--- config.mk ---
export PLATFORM = sky130hd
export DESIGN_NAME = nnr_front
export DESIGN_NICKNAME = d
export VERILOG_FILES = /design/src/nnr_pkg.sv /design/src/nnr_div.sv /design/src/nnr_front.sv
export VERILOG_INCLUDE_DIRS = /design/src /design/src/src
export SDC_FILE = /design/constraint.sdc
export NUM_CORES = 2
export LEC_CHECK = 0
export ABC_CLOCK_PERIOD_IN_PS = 37900
export BUFFER_PORTS_ARGS = -buffer_cell sky130_fd_sc_hd__buf_4
export CAP_MARGIN = 20
export CORE_MARGIN = 5
export CORE_UTILIZATION = 57
export DETAILED_ROUTE_END_ITERATION = 7
export PLACE_DENSITY = 0.85
export SLEW_MARGIN = 15
export SYNTH_ARGS = -nofsm -noshare
export SYNTH_HDL_FRONTEND = slang
export SYNTH_HIERARCHICAL = 1
export SYNTH_SLANG_ARGS = --single-unit
export TNS_END_PERCENT = 50
--- constraint.sdc ---
create_clock -name clk -period 37.9 [get_ports clk]
set_clock_uncertainty 0.1 [all_clocks]
set_input_delay 3.79 -clock clk [delete_from_list [all_inputs] [get_ports clk]]
set_output_delay 3.79 -clock clk [all_outputs]
set_load 0.01 [all_outputs]
--- src/nearest_neighbour_resize_assert.svh ---
// assertion macros for the resize block
`ifndef NEAREST_NEIGHBOUR_RESIZE_ASSERT_SVH
`define NEAREST_NEIGHBOUR_RESIZE_ASSERT_SVH
`ifndef SYNTHESIS
// same-cycle implication
`define NNR_ASSERT_IMP(name, ck, rs, ante, cons) \
  name: assert property (@(posedge ck) disable iff (rs) (ante) |-> (cons)) \
    else $error("nnr: check failed");
// next-cycle implication
`define NNR_ASSERT_NXT(name, ck, rs, ante, cons) \
  name: assert property (@(posedge ck) disable iff (rs) (ante) |=> (cons)) \
    else $error("nnr: check failed");
`else
`define NNR_ASSERT_IMP(name, ck, rs, ante, cons)
`define NNR_ASSERT_NXT(name, ck, rs, ante, cons)
`endif
`endif

--- src/nnr_pkg.sv ---
`default_nettype none
package nnr_pkg;

  // frame store geometry
  localparam int MAX_WIDTH  = 256;
  localparam int MAX_HEIGHT = 256;
  localparam int ADDR_W     = $clog2(MAX_WIDTH * MAX_HEIGHT);

  // field widths
  localparam int PIX_W   = 8;
  localparam int COORD_W = 8;
  localparam int SIZE_W  = 9;

  // mapping datapath
  localparam int PROD_W     = COORD_W + SIZE_W;
  localparam int DIV_STAGES = PROD_W;

  // queues
  localparam int MID_DEPTH = 4;
  localparam int MID_PTR_W = $clog2(MID_DEPTH);
  localparam int MID_CNT_W = $clog2(MID_DEPTH + 1);
  localparam int OUT_DEPTH = 4;
  localparam int OUT_PTR_W = $clog2(OUT_DEPTH);
  localparam int OUT_CNT_W = $clog2(OUT_DEPTH + 1);

  // config registers
  localparam int REG_IDX_W = 2;
  localparam logic [REG_IDX_W-1:0] REG_SOURCE_WIDTH  = REG_IDX_W'(0);
  localparam logic [REG_IDX_W-1:0] REG_SOURCE_HEIGHT = REG_IDX_W'(1);
  localparam logic [REG_IDX_W-1:0] REG_TARGET_WIDTH  = REG_IDX_W'(2);
  localparam logic [REG_IDX_W-1:0] REG_TARGET_HEIGHT = REG_IDX_W'(3);
  localparam logic [SIZE_W-1:0]    SIZE_RESET        = SIZE_W'(256);

  // commands
  localparam logic CMD_WRITE = 1'b0;
  localparam logic CMD_READ  = 1'b1;

  typedef struct packed {
    logic               cmd;
    logic [COORD_W-1:0] col;
    logic [COORD_W-1:0] row;
    logic [PIX_W-1:0]   pixel_in;
  } item_t;

  typedef struct packed {
    logic [PIX_W-1:0]   pixel_out;
    logic [COORD_W-1:0] source_col;
    logic [COORD_W-1:0] source_row;
  } result_t;

  typedef struct packed {
    logic [SIZE_W-1:0] source_width;
    logic [SIZE_W-1:0] source_height;
    logic [SIZE_W-1:0] target_width;
    logic [SIZE_W-1:0] target_height;
  } sizes_t;

  // one memory operation between front and back
  typedef struct packed {
    logic               is_read;
    logic [ADDR_W-1:0]  addr;
    logic [PIX_W-1:0]   pixel;
    logic [COORD_W-1:0] scol;
    logic [COORD_W-1:0] srow;
  } op_t;

endpackage
`default_nettype wire

--- src/nnr_div.sv ---
`default_nettype none
// pipelined restoring divider, one quotient bit per stage
module nnr_div (
  input  logic                       clk,
  input  logic                       en,
  input  logic [nnr_pkg::PROD_W-1:0] dividend,
  input  logic [nnr_pkg::SIZE_W-1:0] divisor,
  output logic [nnr_pkg::PROD_W-1:0] quotient
);

  logic [nnr_pkg::SIZE_W-1:0] rem_q [nnr_pkg::DIV_STAGES-1];
  logic [nnr_pkg::PROD_W-1:0] dvd_q [nnr_pkg::DIV_STAGES-1];
  logic [nnr_pkg::PROD_W-1:0] quo_q [nnr_pkg::DIV_STAGES];

  logic [nnr_pkg::SIZE_W-1:0] s_rem [nnr_pkg::DIV_STAGES];
  logic [nnr_pkg::PROD_W-1:0] s_dvd [nnr_pkg::DIV_STAGES];
  logic [nnr_pkg::PROD_W-1:0] s_quo [nnr_pkg::DIV_STAGES];
  logic [nnr_pkg::SIZE_W:0]   trial [nnr_pkg::DIV_STAGES];
  logic                       fits  [nnr_pkg::DIV_STAGES];

  always_comb begin
    s_rem[0] = '0;
    s_dvd[0] = dividend;
    s_quo[0] = '0;
    for (int k = 1; k < nnr_pkg::DIV_STAGES; k++) begin
      s_rem[k] = rem_q[k-1];
      s_dvd[k] = dvd_q[k-1];
      s_quo[k] = quo_q[k-1];
    end
    for (int k = 0; k < nnr_pkg::DIV_STAGES; k++) begin
      trial[k] = {s_rem[k], s_dvd[k][nnr_pkg::PROD_W-1]};
      fits[k]  = (trial[k] >= {1'b0, divisor});
    end
  end

  always_ff @(posedge clk) begin
    if (en) begin
      for (int k = 0; k < nnr_pkg::DIV_STAGES; k++) begin
        quo_q[k] <= {s_quo[k][nnr_pkg::PROD_W-2:0], fits[k]};
      end
      for (int k = 0; k < nnr_pkg::DIV_STAGES - 1; k++) begin
        // remainder stays below the divisor, so it fits the size width
        if (fits[k]) begin
          rem_q[k] <= nnr_pkg::SIZE_W'(trial[k] - {1'b0, divisor});
        end else begin
          rem_q[k] <= nnr_pkg::SIZE_W'(trial[k]);
        end
        dvd_q[k] <= {s_dvd[k][nnr_pkg::PROD_W-2:0], 1'b0};
      end
    end
  end

  assign quotient = quo_q[nnr_pkg::DIV_STAGES-1];

endmodule
`default_nettype wire

--- src/nnr_front.sv ---
`default_nettype none
`include "nearest_neighbour_resize_assert.svh"
// accepts items, maps read coordinates to source coordinates, forms memory ops
module nnr_front (
  input  logic            clk,
  input  logic            rst,
  input  logic            push,
  input  nnr_pkg::item_t  item,
  output logic            full,
  input  nnr_pkg::sizes_t sizes,
  output logic            op_valid,
  output nnr_pkg::op_t    op,
  input  logic            queue_full
);

  typedef struct packed {
    logic                        is_read;
    logic [nnr_pkg::ADDR_W-1:0]  wr_addr;
    logic [nnr_pkg::PIX_W-1:0]   pixel;
  } side_t;

  function automatic logic [nnr_pkg::SIZE_W-1:0] src_size(
    input logic [nnr_pkg::SIZE_W-1:0] v,
    input int                         limit
  );
    if (v == '0) return nnr_pkg::SIZE_W'(1);
    if (32'(v) > 32'(limit)) return nnr_pkg::SIZE_W'(limit);
    return v;
  endfunction

  function automatic logic [nnr_pkg::SIZE_W-1:0] clamp_coord(
    input logic [nnr_pkg::PROD_W-1:0] q,
    input logic [nnr_pkg::SIZE_W-1:0] size
  );
    logic [nnr_pkg::SIZE_W-1:0] last;
    last = size - nnr_pkg::SIZE_W'(1);
    if (q > nnr_pkg::PROD_W'(last)) return last;
    return nnr_pkg::SIZE_W'(q);
  endfunction

  function automatic logic [nnr_pkg::ADDR_W-1:0] pixel_addr(
    input logic [nnr_pkg::SIZE_W-1:0] c,
    input logic [nnr_pkg::SIZE_W-1:0] r
  );
    return nnr_pkg::ADDR_W'(r) * nnr_pkg::ADDR_W'(nnr_pkg::MAX_WIDTH)
         + nnr_pkg::ADDR_W'(c);
  endfunction

  logic en;
  logic accept;
  logic in_range;

  logic [nnr_pkg::SIZE_W-1:0] sw;
  logic [nnr_pkg::SIZE_W-1:0] sh;
  logic [nnr_pkg::SIZE_W-1:0] tw;
  logic [nnr_pkg::SIZE_W-1:0] th;

  logic           s0_valid;
  nnr_pkg::item_t s0_item;

  logic                       s1_valid;
  side_t                      s1_side;
  logic [nnr_pkg::PROD_W-1:0] prod_col;
  logic [nnr_pkg::PROD_W-1:0] prod_row;

  logic [nnr_pkg::DIV_STAGES-1:0] dv_valid;
  side_t                          dv_side [nnr_pkg::DIV_STAGES];
  logic [nnr_pkg::PROD_W-1:0]     quo_col;
  logic [nnr_pkg::PROD_W-1:0]     quo_row;

  logic [nnr_pkg::SIZE_W-1:0] sc;
  logic [nnr_pkg::SIZE_W-1:0] sr;
  side_t                      last_side;

  // whole front advances together; only the op stage can be blocked
  assign en     = !op_valid || !queue_full;
  assign full   = !en;
  assign accept = push && en;

  assign in_range = (32'(item.col) < 32'(nnr_pkg::MAX_WIDTH))
                 && (32'(item.row) < 32'(nnr_pkg::MAX_HEIGHT));

  assign sw = src_size(sizes.source_width, nnr_pkg::MAX_WIDTH);
  assign sh = src_size(sizes.source_height, nnr_pkg::MAX_HEIGHT);
  assign tw = (sizes.target_width == '0) ? nnr_pkg::SIZE_W'(1) : sizes.target_width;
  assign th = (sizes.target_height == '0) ? nnr_pkg::SIZE_W'(1) : sizes.target_height;

  // input stage, writes outside the store are dropped here
  always_ff @(posedge clk) begin
    if (rst) begin
      s0_valid <= 1'b0;
    end else if (en) begin
      s0_valid <= accept && ((item.cmd == nnr_pkg::CMD_READ) || in_range);
    end
    if (en) begin
      s0_item <= item;
    end
  end

  // multiply stage
  always_ff @(posedge clk) begin
    if (rst) begin
      s1_valid <= 1'b0;
    end else if (en) begin
      s1_valid <= s0_valid;
    end
    if (en) begin
      prod_col        <= nnr_pkg::PROD_W'(s0_item.col) * nnr_pkg::PROD_W'(sw);
      prod_row        <= nnr_pkg::PROD_W'(s0_item.row) * nnr_pkg::PROD_W'(sh);
      s1_side.is_read <= (s0_item.cmd == nnr_pkg::CMD_READ);
      s1_side.wr_addr <= pixel_addr(nnr_pkg::SIZE_W'(s0_item.col),
                                    nnr_pkg::SIZE_W'(s0_item.row));
      s1_side.pixel   <= s0_item.pixel_in;
    end
  end

  nnr_div u_div_col (
    .clk      (clk),
    .en       (en),
    .dividend (prod_col),
    .divisor  (tw),
    .quotient (quo_col)
  );

  nnr_div u_div_row (
    .clk      (clk),
    .en       (en),
    .dividend (prod_row),
    .divisor  (th),
    .quotient (quo_row)
  );

  // sideband follows the divider stages
  always_ff @(posedge clk) begin
    if (rst) begin
      dv_valid <= '0;
    end else if (en) begin
      dv_valid <= {dv_valid[nnr_pkg::DIV_STAGES-2:0], s1_valid};
    end
    if (en) begin
      dv_side[0] <= s1_side;
      for (int k = 1; k < nnr_pkg::DIV_STAGES; k++) begin
        dv_side[k] <= dv_side[k-1];
      end
    end
  end

  assign last_side = dv_side[nnr_pkg::DIV_STAGES-1];
  assign sc        = clamp_coord(quo_col, sw);
  assign sr        = clamp_coord(quo_row, sh);

  // op stage
  always_ff @(posedge clk) begin
    if (rst) begin
      op_valid <= 1'b0;
    end else if (en) begin
      op_valid <= dv_valid[nnr_pkg::DIV_STAGES-1];
    end
    if (en) begin
      op.is_read <= last_side.is_read;
      op.addr    <= last_side.is_read ? pixel_addr(sc, sr) : last_side.wr_addr;
      op.pixel   <= last_side.pixel;
      op.scol    <= nnr_pkg::COORD_W'(sc);
      op.srow    <= nnr_pkg::COORD_W'(sr);
    end
  end

  `NNR_ASSERT_NXT(a_op_holds_when_blocked, clk, rst, op_valid && queue_full, op_valid && $stable(op))

endmodule
`default_nettype wire

# == Yosys cells after proc, flatten, opt, wreduce, memory -nomap -nowiden ==
# Memory sizes are Yosys's and may differ from the RTL's.
# Cells that the tools add are included.
# totals
output_inout_bits,43
ramBits,1803
input_bits,65
mem_count,7
regBits,145
wordCells,391
# classes
add_sub_neg,36
bitwise,32
reduce_logical,9
multipliers,2
order_cmp,38
mux,249
# mem_list
memory,words,word_bits,rd,rd_clocked_by_memory_dff,write_ports,line,source
dv_side,17,25,17,0,17,nnr_front.sv:67,side_t dv_side [nnr_pkg::DIV_STAGES];
u_div_col.quo_q,17,17,17,0,17,nnr_div.sv:13,logic [nnr_pkg::PROD_W-1:0] quo_q [nnr_pkg::DIV_STAGES];
u_div_row.quo_q,17,17,17,0,17,nnr_div.sv:13,
u_div_col.dvd_q,16,16,16,0,16,nnr_div.sv:12,logic [nnr_pkg::PROD_W-1:0] dvd_q [nnr_pkg::DIV_STAGES-1];
u_div_row.dvd_q,16,16,16,0,16,nnr_div.sv:12,
u_div_col.rem_q,16,9,16,0,16,nnr_div.sv:11,logic [nnr_pkg::SIZE_W-1:0] rem_q [nnr_pkg::DIV_STAGES-1];
1 more memories,-,-,-,-,-,-,
# ops
op,n
$mux 9,44
$ge 10x9->1,32
$sub 9x9->9,30
$mux 1,202
$logic_not 9->1,4
$gt 17x9->1,2
$mul 8x9->17,2
$or 1x1->1,32
$ge 1x9->1,2
$gt 9x9->1 const B,2
$sub 1x9->9,2
$sub 9x1->9 const B,2
$add 16x8->16,1
$add 16x9->16,1
$mux 16,1
$mux 8,2
$logic_not 1->1,3
$logic_and 1x1->1,1
$logic_or 1x1->1,1

# == Depth between registers and ports, before layout ==
# logic_depth
ltp_word,11
mapped_depth,27
mapped_depth_nobuf,25

# == Cells and area by module ==
# Netlist, hierarchy kept.
# by_module_without_submodules
mod,n_inst,cells_each,area_each_um2,seq_area_each_um2
nnr_front,1,1444,23571.4,16916.2
nnr_div at u_div_col,1,1498,21398.0,13002.5
nnr_div at u_div_row,1,1501,21207.8,13002.5

# == Least setup slack after synthesis ==
# Ideal clock, no wire load.
# synth_path
path_kind,input -> register
from,input queue_full
to,memory u_div_row/rem_q[0][11] in the netlist's numbering (data pin)
arrival_ps,40847
required_time_ps,37539
cell_stages,5
setup_slack_ps,-3308
setup_ps,261
path_cell_list,nand2_1 > clkbuf_1 > nand2_1 > a221oi_4 > mux2_2
# synth_lines
item,line,source
"start, declared",nnr_front.sv:13,input logic queue_full
"end, declared",nnr_div.sv:11,

# == Worst setup path in the final report ==
# layout_path
from,input sizes[31] in the netlist's numbering
to,register op[39] in the netlist's numbering (data pin)
# layout_between
elab_chain_len,11
# layout_lines
item,line,source
"start, declared",nnr_front.sv:10,"input nnr_pkg::sizes_t sizes,"
$gt 9x9->1,nnr_front.sv:27,if (32'(v) > 32'(limit)) return nnr_pkg::SIZE_W'(limit);
$mux 1 (2 in series),nnr_front.sv:27,
$mux 9,nnr_front.sv:28,return v;
$mux 9 *,nnr_front.sv:27,
$sub 9x1->9 *,nnr_front.sv:36,last = size - nnr_pkg::SIZE_W'(1);
$gt 17x9->1,nnr_front.sv:37,if (q > nnr_pkg::PROD_W'(last)) return last;
$mux 1,nnr_front.sv:37,
$mux 9 *,nnr_front.sv:38,return nnr_pkg::SIZE_W'(q);
$add 16x9->16 *,nnr_front.sv:46,+ nnr_pkg::ADDR_W'(c);
$mux 16 *,nnr_front.sv:161,"op.addr <= last_side.is_read ? pixel_addr(sc, sr) : last_side.wr_addr;"
"end, declared",nnr_front.sv:12,"output nnr_pkg::op_t op,"
# Mark *: on every way between the ends. The rest lies on a longest branch, timed or not. The select of a mux whose other input is x is not followed.
# A chain may end at the register's enable or synchronous reset.

==> flow_metrics.py <==
metrics = {
    "synth": {
        "ys_types": 86,
        "synth_ff_type": "edfxtp_1",
        "synth_top_area_cell": "edfxtp_1",
        "synth_common_cells": "edfxtp_1 (1416), ha_1 (387), inv_1 (264)",
        "synth.area.top_cells": "edfxtp_1 (64%), ha_1 (7.3%), fa_1 (3.4%), mux2_2 (2.7%), xnor2_1 (2.5%)",
        "synthCells": 4443,
        "yosysMostFrequentCell": "edfxtp_1",
        "ys_seq_elements": 1436,
        "yosysSeqAreaShare": 0.649,
        "syn_avg_cell_area_um2": 14.9,
        "yosys_warnings": 6,
        "netlist_area_um2": 66200,
        "synth_edf_count": 1416,
        "syn-num-nets": 5009,
        "yosysTopAreaCellShare": 0.643,
        "async_flop_share": 0,
    },
    "clocking": {
        "htreeDepth": 4,
        "cts_resized": 0,
        "cts_setup_buffers": 0,
        "clk_pin_slew_ns": 0.06,
        "cts_hold_buf": 0,
        "clk_latency_ns": 0.76,
        "clock_sinks": 1436,
        "numCtsBuffers": 143,
        "root_buffer": "clkbuf_16",
        "clockBufferDepth": 3,
        "cts_tree": "yes",
    },
    "run_status": {
        "outcome": "finished, final reports clean",
    },
    "run": {
        "cap_violations": 0,
    },
    "power_and_ir_drop": {
        "p_total_uw": 5240,
        "pwr-share-seq": 0.457,
        "peakVddDrop_mv": 0.0493,
        "power_frac_comb": 0.278,
        "power_switching_share": 0.289,
        "p_int_uw": 3720,
        "clock_power_share": 0.265,
        "leakagePower_uw": 0.0298,
        "switching_power_uw": 1510,
        "power.density_cell_area_nw_per_um2": 71.6,
    },
    "timing": {
        "tns_ns": 0,
        "tightestPinTransition_ns": 1.16,
        "slew_headroom": 0.229,
        "final.period_utilization": 0.251,
        "min_period_ns": 9.50,
        "slew_viol_final": 0,
        "fmax_ghz": 0.105,
        "hold_viol": 0,
        "finalWorstSetupSlack_ns": 28.40,
        "rsz0062_at_grt": "false",
        "setup_viol": 0,
    },
    "critical_path": {
        "critPathArrivalTime_ns": 9.83,
        "cpPeakStageDelay_ns": 0.64,
        "crit_path_top_delay_cell": "nor2_1",
        "path_common_cell": "a21oi_1",
        "end_kind": "flip-flop",
        "crit_start": "sizes[31]",
        "reg2reg_depth": 7,
        "reg2reg_to": "u_div_row/rem_q[0][62]$_DFFE_PP_",
        "critPathMaxFanout": 10,
        "path_class": "primary input to flip-flop",
        "worstPathRequired_ns": 38.23,
        "cp-start-kind": "primary input",
        "regToRegSetupSlack_ns": 32.43,
        "r2r-start": "op_valid$_SDFFE_PP0N_",
        "crit_path_end": "op[39]$_DFFE_PN_",
    },
    "drt": {
        "first_pass_iters": 7,
        "first_iter_violations": 2459,
        "drcViolationCount": 0,
        "ant_nets": 0,
        "vias": 35298,
        "detail_route.vias_per_cell": 5.67,
        "drt-total-wl_um": 118000,
        "post_drt_wl_per_cell_um": 19.0,
    },
    "final_layout": {
        "fin_nets": 5154,
        "final_area_um2": 73200,
        "regArea_um2": 42900,
        "multiInputGateArea_um2": 21500,
        "areaGrowthSynthToFinish_pct": 10.6,
        "fill_cells": 8108,
        "diodes": 0,
        "drive_gt1_frac": 0.119,
        "post-route-util": 0.632,
    },
    "global_route": {
        "overflow": 0,
        "grt_pass1_vias": 36187,
        "grt_usage": 0.193,
        "grt_max_degree": 174,
        "grt_pass1_wl_um": 190000,
        "grt_antenna_before_repair": 1,
    },
    "die": {
        "start_util": 0.572,
        "die_h_um": 351,
        "rows": 125,
        "core_area_um2": 116000,
        "die_x_um": 351,
        "io_pins": 108,
        "die_area_um2": 123000,
    },
    "placed_design": {
        "place.gp.congestion": 0.868,
        "io_buffers": 107,
        "place_hpwl_um": 75800,
        "place_area_um2": 68500,
        "place_ws_ns": 27.77,
    },
    "hold_path": {
        "hp-class": "flip-flop to flip-flop",
    },
}
==> state kept, by name (all words and copies together) (netlist names) <==
signal	flops
s1_side	25
op_valid	1
dv_side	425
dv_valid	17
s0_valid	1
u_div_col/quo_q	153
prod_col	17
prod_row	17
s1_valid	1
u_div_row/rem_q	144
u_div_col/dvd_q	136
u_div_row/quo_q	153
u_div_row/dvd_q	136
u_div_col/rem_q	144
op	41
s0_item	25
==> power groups by stage <==
stage / logic (uW) / clock network (uW) / registers, uW
detailed placement: 1420 / 0 / 2420
floorplan: 1160 / 0 / 2330
finish: 1460 / 1390 / 2390
global placement: 1370 / 0 / 2410
global route: 1620 / 1500 / 2430
CTS: 1450 / 1420 / 2400
==> layer usage <==
metal | up-vias | global-route usage | part of all wire
li1 | 16789 | - | -
met1 | 17427 | 0.260 | 0.43
met2 | 839 | 0.323 | 0.49
met3 | 243 | 0.0340 | 0.047
met4 | 0 | 0.0668 | 0.031
met5 | - | 0 | 0
==> area by class of cell <==
class,instances,share of cell area
clock inverters,76,0.0111
clock buffers,181,0.0523
repair buffers,139,0.0160
flip-flops and latches,1436,0.587
inverters,264,0.0135
well taps,1524,0.0261
multi-input cells,2604,0.294
==> worst min path at each step <==
stage                                                from                          endpoint  slack, ns  depth (start not counted)
final                           dv_side[0][350]$_DFFE_PN_         dv_side[0][375]$_DFFE_PN_       0.29                          0
after global routing      u_div_row/dvd_q[0][1]$_DFFE_PP_  u_div_row/dvd_q[0][17]$_DFFE_PP_       0.30                          0
after floorplan                      s1_side[0]$_DFFE_PN_           dv_side[0][0]$_DFFE_PN_       0.30                          0
after global placement          dv_side[0][328]$_DFFE_PN_         dv_side[0][353]$_DFFE_PN_       0.30                          0
after CTS                       dv_side[0][345]$_DFFE_PN_         dv_side[0][370]$_DFFE_PN_       0.30                          0
after detailed placement         dv_side[0][89]$_DFFE_PN_         dv_side[0][114]$_DFFE_PN_       0.30                          0
==> logic make-up (layout without fill, tap and decap cells) <==
group           after synthesis  in the layout  synth area share
flops                      1436           1436             0.649
mux                         306            306            0.0513
simple gates                991            991            0.0790
xor+xnor                    228            228            0.0305
buf+inv                     403            660            0.0259
fa+ha+maj                   501            501             0.108
compound gates              578            578            0.0571
==> critical path: cells and delay by family <==
kind                       cells  cell delay [ns]
and+or+nand+nor               12             2.71
AOI/OAI and AO/OA              7             1.92
adders and majority gates      3             0.96
buffers and inverters          2             0.35
xor gates and xnor gates       1             0.09
==> stage by stage <==
stage               std cells  hold WS [ns]
global route             6224         0.303
finish                   6224         0.293
detailed placement       5964         0.305
floorplan                4443         0.300
CTS                      6221         0.298
global placement         5963         0.300
==> cells in the final DEF (no fill, tap or decap), types with 60 or more instances in the layout <==
cell / instances
nor2b_1: 76
nand2b_1: 101
ha_1: 387
a21oi_1: 238
clkbuf_16: 147
o21ai_0: 60
edfxtp_1: 1416
nand3_1: 81
a21o_1: 60
inv_1: 264
nor2_1: 157
fa_1: 114
buf_4: 131
xnor2_1: 188
and2_1: 127
mux2i_1: 96
mux2_2: 160
nand2_1: 228
(Power assumes the default switching activity.)
