===== src/nearest_neighbour_resize_assert.svh =====
// assertion macros for the resize block
`ifndef NEAREST_NEIGHBOUR_RESIZE_ASSERT_SVH
`define NEAREST_NEIGHBOUR_RESIZE_ASSERT_SVH
`ifndef SYNTHESIS
// same-cycle implication
`define NNR_ASSERT_IMP(name, ck, rs, ante, cons) \
  name: assert property (@(posedge ck) disable iff (rs) (ante) |-> (cons)) \
    else $error("nnr: check failed");
// next-cycle implication
`define NNR_ASSERT_NXT(name, ck, rs, ante, cons) \
  name: assert property (@(posedge ck) disable iff (rs) (ante) |=> (cons)) \
    else $error("nnr: check failed");
`else
`define NNR_ASSERT_IMP(name, ck, rs, ante, cons)
`define NNR_ASSERT_NXT(name, ck, rs, ante, cons)
`endif
`endif


===== src/nnr_pkg.sv =====
`default_nettype none
package nnr_pkg;

  // frame store geometry
  localparam int MAX_WIDTH  = 256;
  localparam int MAX_HEIGHT = 256;
  localparam int ADDR_W     = $clog2(MAX_WIDTH * MAX_HEIGHT);

  // field widths
  localparam int PIX_W   = 8;
  localparam int COORD_W = 8;
  localparam int SIZE_W  = 9;

  // mapping datapath
  localparam int PROD_W     = COORD_W + SIZE_W;
  localparam int DIV_STAGES = PROD_W;

  // queues
  localparam int MID_DEPTH = 4;
  localparam int MID_PTR_W = $clog2(MID_DEPTH);
  localparam int MID_CNT_W = $clog2(MID_DEPTH + 1);
  localparam int OUT_DEPTH = 4;
  localparam int OUT_PTR_W = $clog2(OUT_DEPTH);
  localparam int OUT_CNT_W = $clog2(OUT_DEPTH + 1);

  // config registers
  localparam int REG_IDX_W = 2;
  localparam logic [REG_IDX_W-1:0] REG_SOURCE_WIDTH  = REG_IDX_W'(0);
  localparam logic [REG_IDX_W-1:0] REG_SOURCE_HEIGHT = REG_IDX_W'(1);
  localparam logic [REG_IDX_W-1:0] REG_TARGET_WIDTH  = REG_IDX_W'(2);
  localparam logic [REG_IDX_W-1:0] REG_TARGET_HEIGHT = REG_IDX_W'(3);
  localparam logic [SIZE_W-1:0]    SIZE_RESET        = SIZE_W'(256);

  // commands
  localparam logic CMD_WRITE = 1'b0;
  localparam logic CMD_READ  = 1'b1;

  typedef struct packed {
    logic               cmd;
    logic [COORD_W-1:0] col;
    logic [COORD_W-1:0] row;
    logic [PIX_W-1:0]   pixel_in;
  } item_t;

  typedef struct packed {
    logic [PIX_W-1:0]   pixel_out;
    logic [COORD_W-1:0] source_col;
    logic [COORD_W-1:0] source_row;
  } result_t;

  typedef struct packed {
    logic [SIZE_W-1:0] source_width;
    logic [SIZE_W-1:0] source_height;
    logic [SIZE_W-1:0] target_width;
    logic [SIZE_W-1:0] target_height;
  } sizes_t;

  // one memory operation between front and back
  typedef struct packed {
    logic               is_read;
    logic [ADDR_W-1:0]  addr;
    logic [PIX_W-1:0]   pixel;
    logic [COORD_W-1:0] scol;
    logic [COORD_W-1:0] srow;
  } op_t;

endpackage
`default_nettype wire


===== src/nnr_queue.sv =====
`default_nettype none
`include "nearest_neighbour_resize_assert.svh"
// short op queue between front and back
module nnr_queue (
  input  logic         clk,
  input  logic         rst,
  input  logic         push,
  input  nnr_pkg::op_t din,
  output logic         full,
  input  logic         pop,
  output logic         empty,
  output nnr_pkg::op_t dout
);

  nnr_pkg::op_t                  entries [nnr_pkg::MID_DEPTH];
  logic [nnr_pkg::MID_PTR_W-1:0] wr_ptr;
  logic [nnr_pkg::MID_PTR_W-1:0] rd_ptr;
  logic [nnr_pkg::MID_CNT_W-1:0] count;

  function automatic logic [nnr_pkg::MID_PTR_W-1:0] ptr_inc(
    input logic [nnr_pkg::MID_PTR_W-1:0] p
  );
    if (p == nnr_pkg::MID_PTR_W'(nnr_pkg::MID_DEPTH - 1)) return '0;
    return p + nnr_pkg::MID_PTR_W'(1);
  endfunction

  assign full  = (count == nnr_pkg::MID_CNT_W'(nnr_pkg::MID_DEPTH));
  assign empty = (count == '0);
  assign dout  = entries[rd_ptr];

  always_ff @(posedge clk) begin
    if (rst) begin
      wr_ptr <= '0;
      rd_ptr <= '0;
      count  <= '0;
    end else begin
      if (push) begin
        wr_ptr <= ptr_inc(wr_ptr);
      end
      if (pop) begin
        rd_ptr <= ptr_inc(rd_ptr);
      end
      if (push && !pop) begin
        count <= count + nnr_pkg::MID_CNT_W'(1);
      end else if (pop && !push) begin
        count <= count - nnr_pkg::MID_CNT_W'(1);
      end
    end
    if (push) begin
      entries[wr_ptr] <= din;
    end
  end

  `NNR_ASSERT_IMP(a_no_pop_when_empty, clk, rst, pop, count != '0)
  `NNR_ASSERT_IMP(a_no_push_when_full, clk, rst, push, count != nnr_pkg::MID_CNT_W'(nnr_pkg::MID_DEPTH))

endmodule
`default_nettype wire


===== config.mk =====
export PLATFORM = sky130hd
export DESIGN_NAME = nnr_queue
export DESIGN_NICKNAME = d
export VERILOG_FILES = /design/src/nnr_pkg.sv /design/src/nnr_queue.sv
export VERILOG_INCLUDE_DIRS = /design/src /design/src/src
export SDC_FILE = /design/constraint.sdc
export NUM_CORES = 1
export LEC_CHECK = 0
export BUFFER_PORTS_ARGS = -buffer_cell sky130_fd_sc_hd__buf_4
export CAP_MARGIN = 10
export CORE_MARGIN = 8
export CORE_UTILIZATION = 40
export DETAILED_ROUTE_END_ITERATION = 7
export HOLD_SLACK_MARGIN = 0.12
export PLACE_DENSITY = 0.73
export SLEW_MARGIN = 40
export SYNTH_ARGS = -nofsm -noshare
export SYNTH_HDL_FRONTEND = slang
export SYNTH_SLANG_ARGS = --single-unit

===== constraint.sdc =====
create_clock -name clk -period 2.05 [get_ports clk]
set_input_delay 0.3075 -clock clk [delete_from_list [all_inputs] [get_ports clk]]
set_output_delay 0.3075 -clock clk [all_outputs]
set_load 0.01 [all_outputs]

-- After elaboration in Yosys (flattened, before gate mapping)
Memories as Yosys holds them, arrays and structs flattened. A register that Yosys moved wholly into a read port is not among the register bits.
Cells that the tools add are included.
- bits in registers: 7
- memories kept: 1
- bits of input ports: 45
- output and inout bits: 43
- bits in writable memories: 164
- word-level logic and storage cells: 33
- muxes and demuxes: 16
- $add $sub $neg: 4
- equality and inequality tests: 3
- reductions and logical operators: 6
- memory list (memory ; words ; bits a word ; read ports ; clocked after Yosys merged registers in ; write ports ; RTL line ; text):
    entries ; 4 ; 41 ; 1 ; 1 ; 1 ; nnr_queue.sv:15 ; nnr_pkg::op_t entries [nnr_pkg::MID_DEPTH];
- operators by type and width (kind ; count):
    2-to-1 mux 2 bit ; 6
    2-to-1 mux 1 bit ; 8
    2-to-1 mux 3 bit ; 2
    adder 2 x 1 -> 2 bit, second input constant ; 2
    equality test 2 bit, second input constant ; 2
    adder 3 x 1 -> 3 bit, second input constant ; 1
    equality test 3 bit, second input constant ; 1
    zero test 3 bit ; 1
    subtractor 3 x 1 -> 3 bit, second input constant ; 1
    logical AND 1 bit ; 2
    zero test 1 bit ; 2
    nonzero test 2 bit ; 1

-- Logic depth before layout (Yosys ltp)
Gate-level depths: netlist (run 1).
- depth in word-level cells: 7
- depth in mapped cells: 7
- depth with buffers taken out: 7

-- Worst setup path before layout (run 1)
Ideal clock, no wire load.
- path kind: register to register
- start: register wr_ptr[0] in the netlist's numbering
- end: memory entries[3][0] in the netlist's numbering, enable pin
- required time: 1.648 ns
- period minus slack after synthesis: 1.943 ns
- path buffers: 0
- stages on the path, launching flop included: 3
- path slack: 0.107 ns
- setup time: 0.402 ns
- arrival: 1.541 ns
- path through: dfxtp_1 -> ha_1 -> and2_1
- RTL lines (what ; RTL line ; text):
    start: declaration ; nnr_queue.sv:16 ; logic [nnr_pkg::MID_PTR_W-1:0] wr_ptr;
    start signal: assignment ; nnr_queue.sv:38 ; wr_ptr <= ptr_inc(wr_ptr);
    end: declaration ; nnr_queue.sv:15 ;
No word-level cell before the write port.

==> metrics.md, run 1 <==
| Metric | Value |
|---|---|
| Die X | 143 um |
| Max-slew violation count | 0 |
| Htree depth | 4 |
| Master of the slowest instance on the critical path | mux4_2 |
| Multi-input logic area | 1180 um^2 |
| Max stage delay on crit path | 0.55 ns |
| CP endpoint | dout[15] |
| Crit path cell chain | buf_12 > mux4_2 > buf_6 |
| First-pass GRT wire length | 18500 um |
| Setup violations, final | 0 |
| Area of the mapped netlist | 6410 um^2 |
| CTS max path bufs | 2 |
| Crit Path Class | reg -> out |
| WL/cell | 18.8 um |
| RSZ-0062 raised after global routing | yes |
| GP Congestion | 0.650 |
| Clk root buf | clkbuf_16 |
| Post-synthesis cell type count | 20 |
| ANT nets after route | 0 |
| Max-slew headroom | 57.4% |
| Worst r2r dst | entries[0][2] |
| CP arrival | 1.71 ns |
| VDD IR-drop max | 537 uV |
| Status | finished clean |
| Worst slew pin tran | 0.639 ns |
| Static Leak | 2.91 nW |
| Worst Reg-to-Reg Cells | 3 |
| CP max FO | 17 |
| Final hold violations | 0 |
| Largest net degree at the start of global routing | 42 |
| Synth Warn # | 0 |
| Setup TNS | 0 ns |
| Core ar. | 15800 um^2 |
| Io pins | 88 |
| Layout cell share with drive strength beyond 1 | 40.3% |
| Number of global-route vias before repair | 3449 |
| Via count | 3047 |
| Grt total ovfl | 0 |
| Clk sinks | 173 |
| Worst reg2reg path startpoint | wr_ptr[0] |
| TritonCTS clock tree | yes |
| P per Cell Area | 949 nW/um^2 |
| Period utilisation layout | 98.4% |
| Wirelength, routed | 11900 um |
| Fin crit period | 2.02 ns |
| CP required | 1.74 ns |
| Syn Area/Cell | 24.7 um^2 |
| Cell count after synthesis | 259 |
| Register area share after synthesis | 79.7% |
| Full die area | 20300 um^2 |
| Net count, final | 458 |
| IO buf count | 87 |
| Initial Utilization | 40.6% |
| DRC viols | 0 |
| Area delta synth->final | 31.9% |
| Hpwl dp | 7260 um |
| R2r setup slk | 0.50 ns |
| Cell row count | 46 |
| Seq cells post-synth | 173 |
| Total CTS buffers | 17 |
| Die Height | 143 um |
| FMAX | 496 MHz |
| Avg Vias per Cell | 4.80 |
| MaxCap Viol Count | 0 |
| Diodes inserted | 0 |
| Worst skew pair latency | 0.42 ns |
| Register area | 5110 um^2 |
| Clk pin slew, worst setup/hold paths | 0.06 ns |
| Crit start category | flip-flop |
| Final core utilization | 53.6% |
| Initial DRC Count | 123 |
| Overall Global Routing Usage | 12.3% |
| Crit path capture type | output port |
| Syn_nets | 311 |
| Worst Hold Class | in -> reg |
| Clock skew | 0.00809 ns |
| 1st-pass router iterations | 4 |
| Fill count | 1236 |
| Initial antenna violation count | 0 |
## how the worst min path moves through the flow
stage                        start        endpoint  slack [ns]  cells after the start
after floorplan                rst        count[2]        0.38                      1
after global placement    count[2]        count[2]        0.48                      2
after detailed placement   din[27]  entries[3][27]        0.51                      1
after CTS                     push       wr_ptr[1]        0.18                      3
after global routing          push       wr_ptr[1]        0.19                      3
final                         push       wr_ptr[1]        0.20                      3
## cell usage after synthesis
master    count  area (um^2)
a21oi_1       2         10.0
and2_1        4         25.0
buf_1         1         3.75
buf_12        4         80.1
buf_2         4         20.0
buf_6         1         11.3
dfxtp_1       9          180
edfxtp_1    164         4920
fa_1          1         20.0
ha_1          6         75.1
inv_1         4         15.0
mux2i_1       4         40.0
mux4_1        1         26.3
mux4_2       40          901
nor2_1        7         26.3
nor3_1        1         5.00
nor3b_1       2         15.0
o21ai_0       1         5.00
or3_1         1         6.26
xor2_1        2         17.5
## metrics by stage
stage                     std cells  setup WS (ns)  power [mW]  hold WS, ns  instance area (um^2)
after global placement          560          0.156        4.94        0.478                  7340
after detailed placement        560          0.275        4.97        0.510                  7340
after CTS                       635        -0.0225        8.07        0.183                  8380
after floorplan                 259          0.107        4.58        0.377                  6410
final                           635         0.0320        8.02        0.201                  8450
after global routing            635        -0.0440        8.30        0.193                  8450
## logic make-up (layout without fill, tap and decap cells)
| group | count (synthesis) | in the layout | share of synthesized area (%) |
|---|---|---|---|
| multiplexers | 45 | 45 | 15.1 |
| AO/OA/AOI/OAI | 3 | 3 | 0.234 |
| flip-flops | 173 | 173 | 79.7 |
| adder cells (fa/ha/maj) | 7 | 7 | 1.48 |
| buffers and inverters | 14 | 174 | 2.03 |
| AND/OR/NAND/NOR | 15 | 15 | 1.21 |
| XOR/XNOR | 2 | 2 | 0.273 |
## per-layer routing
| layer | global-route usage [%] | wire length [um] | part of all wire, % | vias up |
|---|---|---|---|---|
| met4 | 4.53 | 181 | 1.5 | 0 |
| met1 | 13.9 | 4890 | 41 | 1579 |
| li1 | - | - | - | 1381 |
| met5 | 0 | 0 | 0 | - |
| met2 | 21.0 | 6180 | 52 | 71 |
| met3 | 4.39 | 666 | 5.6 | 16 |
## flip-flops by register name, indices dropped and copies added (netlist names), named ones only
| register | flops |
|---|---|
| count | 3 |
| entries | 164 |
| rd_ptr | 2 |
| wr_ptr | 2 |
## layout make-up
type,count,share of cell area (%)
well taps,216,3.20
clock inverters,13,1.48
flip-flops and latches,173,60.5
inverters,4,0.178
clock buffers,19,5.12
multi-input cells,72,13.9
repair buffers,138,15.6
## worst max-delay path: cells and delay by family, from the launching register on
kind | cells | cell delay, ns
muxes | 1 | 0.55
DFF | 1 | 0.39
buffers and inverters | 2 | 0.33
## what timing repair did
action / 4_1_cts / 5_1_grt
gates cloned: 0 / 0
hold endpoints to repair: 171 / 0
setup endpoints to repair: 34 / 39
buffers inserted: 1 / 0
hold buffers: 42 / 0
resized for setup: 15 / 19
## power breakdown
group / internal [mW] / switching [mW] / leakage (nW) / total (mW)
Combinational: 0.512 / 0.403 / 1.07 / 0.916
Sequential: 4.04 / 0.0512 / 1.58 / 4.10
Clock: 1.77 / 1.23 / 0.261 / 3.01
## layout by cell type (no fill, tap or decap), types with 4 or more instances in the layout
cell and n:
edfxtp_1 164, buf_4 58, dlygate4sd3_1 42, mux4_2 40, buf_6 34, clkbuf_16 17
nor2_1 7, dfxtp_1 7, ha_1 6, inv_1 4, mux2i_1 4, clkinvlp_4 4
buf_12 4
No activity file was read; power rests on OpenSTA's default activity.
==> run 2, diff against run 1 <==
- ABC_AREA: not set -> 1
==> run 2 against run 1 <==
Effect of this change: sequential share of layout area fell by 0.44 points; utilization fell by 0.16 points; count of clock-buffer cells in the layout rose by 1; global-route usage rose by 1.9 points; synthesized cell count rose by 76%; final cell count rose by 29%; clock power rose by 2%; sequential cell count did not move; area after synthesis rose by 1.9%; critical endpoint is now dout[5]; largest cell class unchanged.
==> metrics.md, run 2 <==
| Metric | Value |
|---|---|
| Master of the slowest instance on the critical path | dfxtp_4 |
| WL/cell | 17.8 um (-4.9%) |
| Synth Area in XOR/XNOR | 0.134% (-0.14 points) |
| Adder-Cell Fraction of Synth Area | 1.46% (-0.027 points) |
| MaxCap Viol Count | 0 (unchanged) |
| Crit path cell chain | inv_6 > buf_12 > o21ai_0 > o22ai_1 > buf_4 |
| Wirelength, routed | 14600 um (+23%) |
| Worst Reg-to-Reg Cells | 4 (+1) |
| DRC viols | 0 (unchanged) |
| Area delta synth->final | 30.5% |
| P per Cell Area | 956 nW/um^2 (+0.80%) |
| Clk sinks | 173 (unchanged) |
| Cell count after synthesis | 455 (+76%) |
| Hold Crit Endpoint | wr_ptr[1] |
| Syn_nets | 507 (+63%) |
| Most common cell after layout, fill and taps aside | edfxtp_1 |
| Fin crit period | 1.95 ns (-0.0682 ns) |
| Number of global-route vias before repair | 4324 (+25%) |
| Hpwl dp | 8360 um (+15%) |
| Max FFs per register | 164 (unchanged) |
| Grt total ovfl | 0 (unchanged) |
| Final hold violations | 0 (unchanged) |
| Die X | 144 um (+0.82%) |
| Max-slew violation count | 0 (unchanged) |
| Overall Global Routing Usage | 14.2% (+1.9 points) |
| Htree depth | 4 (unchanged) |
| Simple-gate portion of the synthesized area | 6.12% (+4.9 points) |
| Initial antenna violation count | 0 (unchanged) |
| Syn Area/Cell | 14.3 um^2 (-42%) |
| Pwr Total | 8.14 mW (+1.6%) |
| Register area share after synthesis | 78.2% (-1.5 points) |
| Regs by FF count | entries x164, count x3 |
| Worst reg2reg path startpoint | wr_ptr[0] |
| Top-area cell type share of the netlist area | 75.5% (-1.4 points) |
| Postcts setup bufs | 0 (-1) |
| Diodes inserted | 0 (unchanged) |
| Initial DRC Count | 300 (+140%) |
| Synth Warn # | 0 (unchanged) |
| ANT nets after route | 0 (unchanged) |
| Setup violations, final | 0 (unchanged) |
| Max-slew headroom | 80.7% (+23 points) |
| Min-Delay Path Depth | 3 (unchanged) |
| Period utilisation layout | 95.1% (-3.3 points) |
| Asr flop ratio synth | 0% (unchanged) |
| Synth Area in Compound Gates | 10.7% (+10 points) |
| TritonCTS clock tree | yes |
| GP Congestion | 0.716 (+10%) |
| CTS max path bufs | 2 (unchanged) |
| WP buf/inv | 3 (+1) |
| Worst skew pair latency | 0.43 ns (about the same) |
| CP max FO | 36 (+19) |
| List of most frequent post-synthesis cells | edfxtp_1, nor2_1, o21ai_1, o22ai_1, o21ai_0 |
| Clock skew | 0.00816 ns (+0.0000706 ns) |
| Clk pin slew, worst setup/hold paths | 0.06 ns (about the same) |
| First-pass GRT wire length | 22000 um (+19%) |
| Total CTS buffers | 17 (unchanged) |
| Io pins | 88 (unchanged) |
| Area of the mapped netlist | 6530 um^2 (+1.9%) |
| Seq cells post-synth | 173 (unchanged) |
| Initial Utilization | 40.9% (+0.31 points) |
| Crit start category | flip-flop |
| Most numerous cell in the Yosys netlist | edfxtp_1 |
| VDD IR-drop max | 569 uV (+6.0%) |
| Status | finished clean |
| Cell row count | 46 (unchanged) |
| Crit Path Class | reg -> out |
| Worst slew pin tran | 0.289 ns (-0.350 ns) |
| Fill count | 1309 (+5.9%) |
| Layout cell share with drive strength beyond 1 | 23.2% (-17 points) |
| IO buf count | 87 (unchanged) |
| Net count, final | 642 (+40%) |
| Max stage delay on crit path | 0.39 ns (-0.16 ns) |
| Post-synthesis cell type count | 21 (+5.0%) |
| Full die area | 20700 um^2 (+1.6%) |
| CP required | 1.74 ns (about the same) |
| Static Leak | 3.07 nW (+5.5%) |
| Ranking of synthesized cells by area | edfxtp_1, nor2_1, o22ai_1 |
| Die Height | 144 um (+0.82%) |
| Most flops, register | entries |
| RSZ-0062 raised after global routing | no |
| CP arrival | 1.64 ns (-0.07 ns) |
| Via count | 4163 (+37%) |
| Post-synth top flop | edfxtp_1 |
| Crit path capture type | output port |
| Register area | 5110 um^2 (about the same) |
| Largest net degree at the start of global routing | 83 (+98%) |
| Setup TNS | 0 ns (unchanged) |
| Clk root buf | clkbuf_16 |
| Multi-input logic area | 1210 um^2 (+2.3%) |
| Worst r2r dst | entries[3][19] |
| Hold Startpoint | push |
| Area leader, netlist | edfxtp_1 |
| R2r setup slk | 0.70 ns (+0.20 ns) |
| Commonest cells after routing, fill and taps aside | edfxtp_1, nor2_1, buf_4 |
| Post-synthesis mux area share | 0% (-15 points) |
| FMAX | 513 MHz (+3.5%) |
| Largest family of logic cells by synthesized area | compound AO/OA/AOI/OAI gates |
| EDFF count, synth | 164 (unchanged) |
| Avg Vias per Cell | 5.08 (+5.9%) |
| Worst Hold Class | in -> reg |
| 1st-pass router iterations | 4 (unchanged) |
| Core ar. | 15900 um^2 (+1.1%) |
| Delay-heaviest family, CP | buffers and inverters |
==> run 2: cell types whose count changed after synthesis, sizes merged, moves of 3 or more <==
| cell | before | now |
|---|---|---|
| o22ai | 0 | 41 |
| nor2 | 7 | 90 |
| and2 | 4 | 0 |
| buf | 10 | 23 |
| nand2 | 0 | 8 |
| inv | 4 | 16 |
| nor3 | 1 | 4 |
| mux4 | 41 | 0 |
| mux2i | 4 | 0 |
| o21ai | 1 | 85 |
==> run 2: stage by stage <==
stage	instances	area, um^2	hold WS (ns)	worst slack [ns]	util [%]
2_1_floorplan	455	6530	0.380	0.260	-
3_3_place_gp	744	7460	0.499	0.461	46.8
3_5_place_dp	744	7460	0.506	0.412	46.8
4_1_cts	818	8480	0.191	0.00417	53.2
5_1_grt	819	8520	0.242	0.0128	53.4
6_report	819	8520	0.221	0.100	53.4
==> run 2: how the worst max path moves through the flow <==
| stage | from | endpoint | slack [ns] | depth (start not counted) |
|---|---|---|---|---|
| floorplan | wr_ptr[0] | entries[3][0] | 0.26 | 3 |
| global placement | flip-flop | dout[37] | 0.46 | 5 |
| detailed placement | flip-flop | dout[37] | 0.41 | 5 |
| CTS | flip-flop | dout[37] | 0.004 | 4 |
| global route | flip-flop | dout[2] | 0.01 | 5 |
| finish | flip-flop | dout[5] | 0.10 | 5 |
==> run 2: final cells by class <==
type | count | area share, %
Clock buffer | 20 | 5.48
Clock inverter | 12 | 1.32
Inverter | 16 | 0.764
Multi-Input combinational cell | 241 | 14.2
Sequential cell | 173 | 60.0
Tap cell | 216 | 3.17
Timing Repair Buffer | 141 | 15.1
==> run 2: logic make-up after synthesis <==
logic type	after synthesis
adders and majority gates	7
and+or+nand+nor	104
buffers and inverters	41
AOI/OAI and AO/OA	129
DFF	173
xor gates and xnor gates	1
==> run 2: worst reg2reg max path: cells and delay by family, from the launching register on <==
| family | cells | cell delay (ns) |
|---|---|---|
| DFF | 1 | 0.40 |
| and+or+nand+nor | 1 | 0.07 |
| buffers and inverters | 2 | 0.32 |
| adders and majority gates | 1 | 0.21 |
==> run 2: repair_timing <==
item / 4_1_cts / 5_1_grt
gates resized for setup: 5 / 2
hold endpoints to repair: 168 / 0
hold buffers: 42 / 0
pin swaps: 0 / 0
cloned: 0 / 1
endpoints found under the setup margin: 18 / 4
==> run 2: layer usage <==
layer  GRT usage [%]  vias to the layer above  wire, um
li1                -                     1969         -
met1            15.8                     2090      6140
met2            24.4                       86      7440
met3            5.34                       18       838
met4            5.53                        0       178
met5               0                        -         0
==> run 2: report_power, final <==
group          internal (mW)  switching (mW)  total, mW
combinational          0.440           0.539      0.979
sequential              4.03          0.0565       4.09
clock                   1.77            1.31       3.08
==> run 3, diff against run 2 <==
- ABC_AREA: 1 -> not set
- PLACE_DENSITY: 0.73 -> 0.71
- clock period: 2.05 -> 2.5 ns (I/O delays scaled with it)
==> run 3 against run 2 <==
Effect of this change: routed wire length decreased by 20%; final cell count is 28% lower; register-to-register slack improved by 0.11 ns; combinational power down 35%; critical path type unchanged; hold slack got worse by 0.075 ns.
==> metrics.md, run 3 (synthesized netlist as in run 1, its figures left out) <==
| Metric | Value |
|---|---|
| Status | finished clean |
| FMAX | 432 MHz |
| Initial DRC Count | 133 (-56%) |
| Regs by FF count | entries x164, count x3 |
| Comb power frac | 9.3% (-2.7 points) |
| Crit Path Class | reg -> out |
| Setup violations, final | 0 (unchanged) |
| CP required | 2.12 ns (+0.38 ns) |
| RSZ-0062 raised after global routing | no |
| Setup TNS | 0 ns (unchanged) |
| Period utilisation layout | 92.7% |
| Avg Vias per Cell | 4.89 (-3.8%) |
| Most common cell after layout, fill and taps aside | edfxtp_1 |
| Worst Hold Class | in -> reg |
| Max-slew headroom | 65.0% (-16 points) |
| Min-Delay Path Depth | 1 (-2) |
| Full die area | 20300 um^2 (-1.6%) |
| Area delta synth->final | 24.7% |
| Max FFs per register | 164 (unchanged) |
| Final hold violations | 0 (unchanged) |
| Sequential power share | 49.4% (-0.8 points) |
| Clock share of power | 41.3% (+3.5 points) |
| Die Height | 143 um (-0.81%) |
| DRC viols | 0 (unchanged) |
| Post_cts resized | 0 (-5) |
| CP max FO | 14 (-61%) |
| Clock skew | 0.0123 ns (+0.00411 ns) |
| Grt total ovfl | 0 (unchanged) |
| Via count | 2889 (-31%) |
| Postcts setup bufs | 0 (unchanged) |
| TritonCTS clock tree | yes |
| Io pins | 88 (unchanged) |
| Largest net degree at the start of global routing | 42 (-49%) |
| Sw frac | 20.5% (-2.9 points) |
| Crit start category | flip-flop |
| Clk root buf | clkbuf_16 |
| Fin crit period | 2.32 ns |
| Overall Global Routing Usage | 12.2% (-2.0 points) |
| Number of global-route vias before repair | 3219 (-26%) |
| Cell row count | 46 (unchanged) |
| Clk sinks | 173 (unchanged) |
| Pwr Total | 6.81 mW (-16%) |
| Crit path capture type | output port |
| Worst slew pin tran | 0.525 ns (+0.236 ns) |
| First-pass GRT wire length | 17800 um (-19%) |
| P per Cell Area | 853 nW/um^2 (-11%) |
| CTS hold repair buffers | 0 (-100%) |
| Worst Reg-to-Reg Cells | 4 (unchanged) |
| Max stage delay on crit path | 0.56 ns (+0.17 ns) |
| VDD IR-drop max | 477 uV (-16%) |
| Final instance area | 7990 um^2 (-6.2%) |
| Layout cell share with drive strength beyond 1 | 45.6% (+22 points) |
| Int Pwr | 5.42 mW (-13%) |
| Core ar. | 15800 um^2 (-1.1%) |
| Final core utilization | 50.7% (-2.8 points) |
| Worst path most repeated cell | buf_4 |
| Total CTS buffers | 17 (unchanged) |
| Die X | 143 um (-0.81%) |
| Worst skew pair latency | 0.43 ns (about the same) |
| Master of the slowest instance on the critical path | mux4_2 |
| 1st-pass router iterations | 5 (+1) |
| Initial Utilization | 40.6% (-0.31 points) |
| Max-slew violation count | 0 (unchanged) |
| WL/cell | 19.8 um (+11%) |
| Clk pin slew, worst setup/hold paths | 0.07 ns (about the same) |
| GP Congestion | 0.684 (-4.5%) |
| Static Leak | 2.73 nW (-11%) |
| CP arrival | 1.94 ns (+0.30 ns) |
| MaxCap Viol Count | 0 (unchanged) |
| Commonest cells after routing, fill and taps aside | edfxtp_1, buf_4, mux4_2 |
| Hpwl dp | 7530 um (-10%) |
| Wirelength, routed | 11700 um (-20%) |
| Fill count | 1285 (-1.8%) |
| CTS max path bufs | 2 (unchanged) |
| Most flops, register | entries |
| IO buf count | 87 (unchanged) |
| Initial antenna violation count | 0 (unchanged) |
| Diodes inserted | 0 (unchanged) |
| Crit path cell chain | buf_4 > mux4_2 > buf_4 |
| ANT nets after route | 0 (unchanged) |
| Dpl cell area | 7350 um^2 (-1.5%) |
| P_sw | 1.39 mW (-27%) |
| Net count, final | 415 (-35%) |
| Htree depth | 4 (unchanged) |
run 3: cell count changes in the layout (fill, tap and decap cells not counted), sizes merged, moves of 5 or more:
cell         delta
nand2           -8
o22ai          -41
mux4           +41
clkinv          -5
inv            -10
dlygate4sd3    -42
o21ai          -84
nor2           -83
run 3: worst max-delay path, delay by kind of cell (launching register included):
kind | cells | cell delay [ns]
multiplexers | 1 | 0.56
flip-flops | 1 | 0.52
buffers and inverters | 2 | 0.44
run 3: area by class of cell:
| class | instances | area [um^2] | share of cell area (%) |
|---|---|---|---|
| Timing Repair Buffer | 95 | 776 | 9.71 |
| Clock buffer | 17 | 425 | 5.32 |
| Clock inverter | 14 | 216 | 2.71 |
| Sequential cell | 173 | 5110 | 64.0 |
| Tap cell | 216 | 270 | 3.38 |
| Inverter | 4 | 15.0 | 0.188 |
| Multi-Input combinational cell | 72 | 1180 | 14.7 |
run 3: per-stage QoR:
step | hold slack (ns) | worst slack, ns | cells
after floorplan | 0.444 | 0.557 | 259
after global placement | 0.476 | 0.582 | 560
after detailed placement | 0.537 | 0.521 | 560
after CTS | 0.128 | 0.121 | 591
after global routing | 0.129 | 0.0640 | 591
final | 0.147 | 0.183 | 591
run 3: final timing paths:
| path | from | to | slack, ns |
|---|---|---|---|
| max | flip-flop | dout[15] | 0.18 |
| min | din[20] | entries[2][20] | 0.15 |
| max reg2reg | wr_ptr[0] | entries[2][35] | 0.81 |
| min reg2reg | rd_ptr[1] | flip-flop | 0.54 |
run 3: power by group through the flow:
| stage | Sequential [mW] | Clock [mW] | Combinational [mW] |
|---|---|---|---|
| 2_1_floorplan | 3.41 | 0 | 0.348 |
| 3_3_place_gp | 3.42 | 0 | 0.637 |
| 3_5_place_dp | 3.43 | 0 | 0.652 |
| 4_1_cts | 3.37 | 2.87 | 0.655 |
| 5_1_grt | 3.38 | 2.96 | 0.687 |
| 6_report | 3.36 | 2.81 | 0.635 |
run 3: layer usage:
metal,vias up,GRT usage (%),share of wire [%]
met3,21,5.23,7.7
met1,1491,13.0,39
met5,-,0,0
met4,0,5.65,1.9
met2,86,20.5,51
li1,1291,-,-
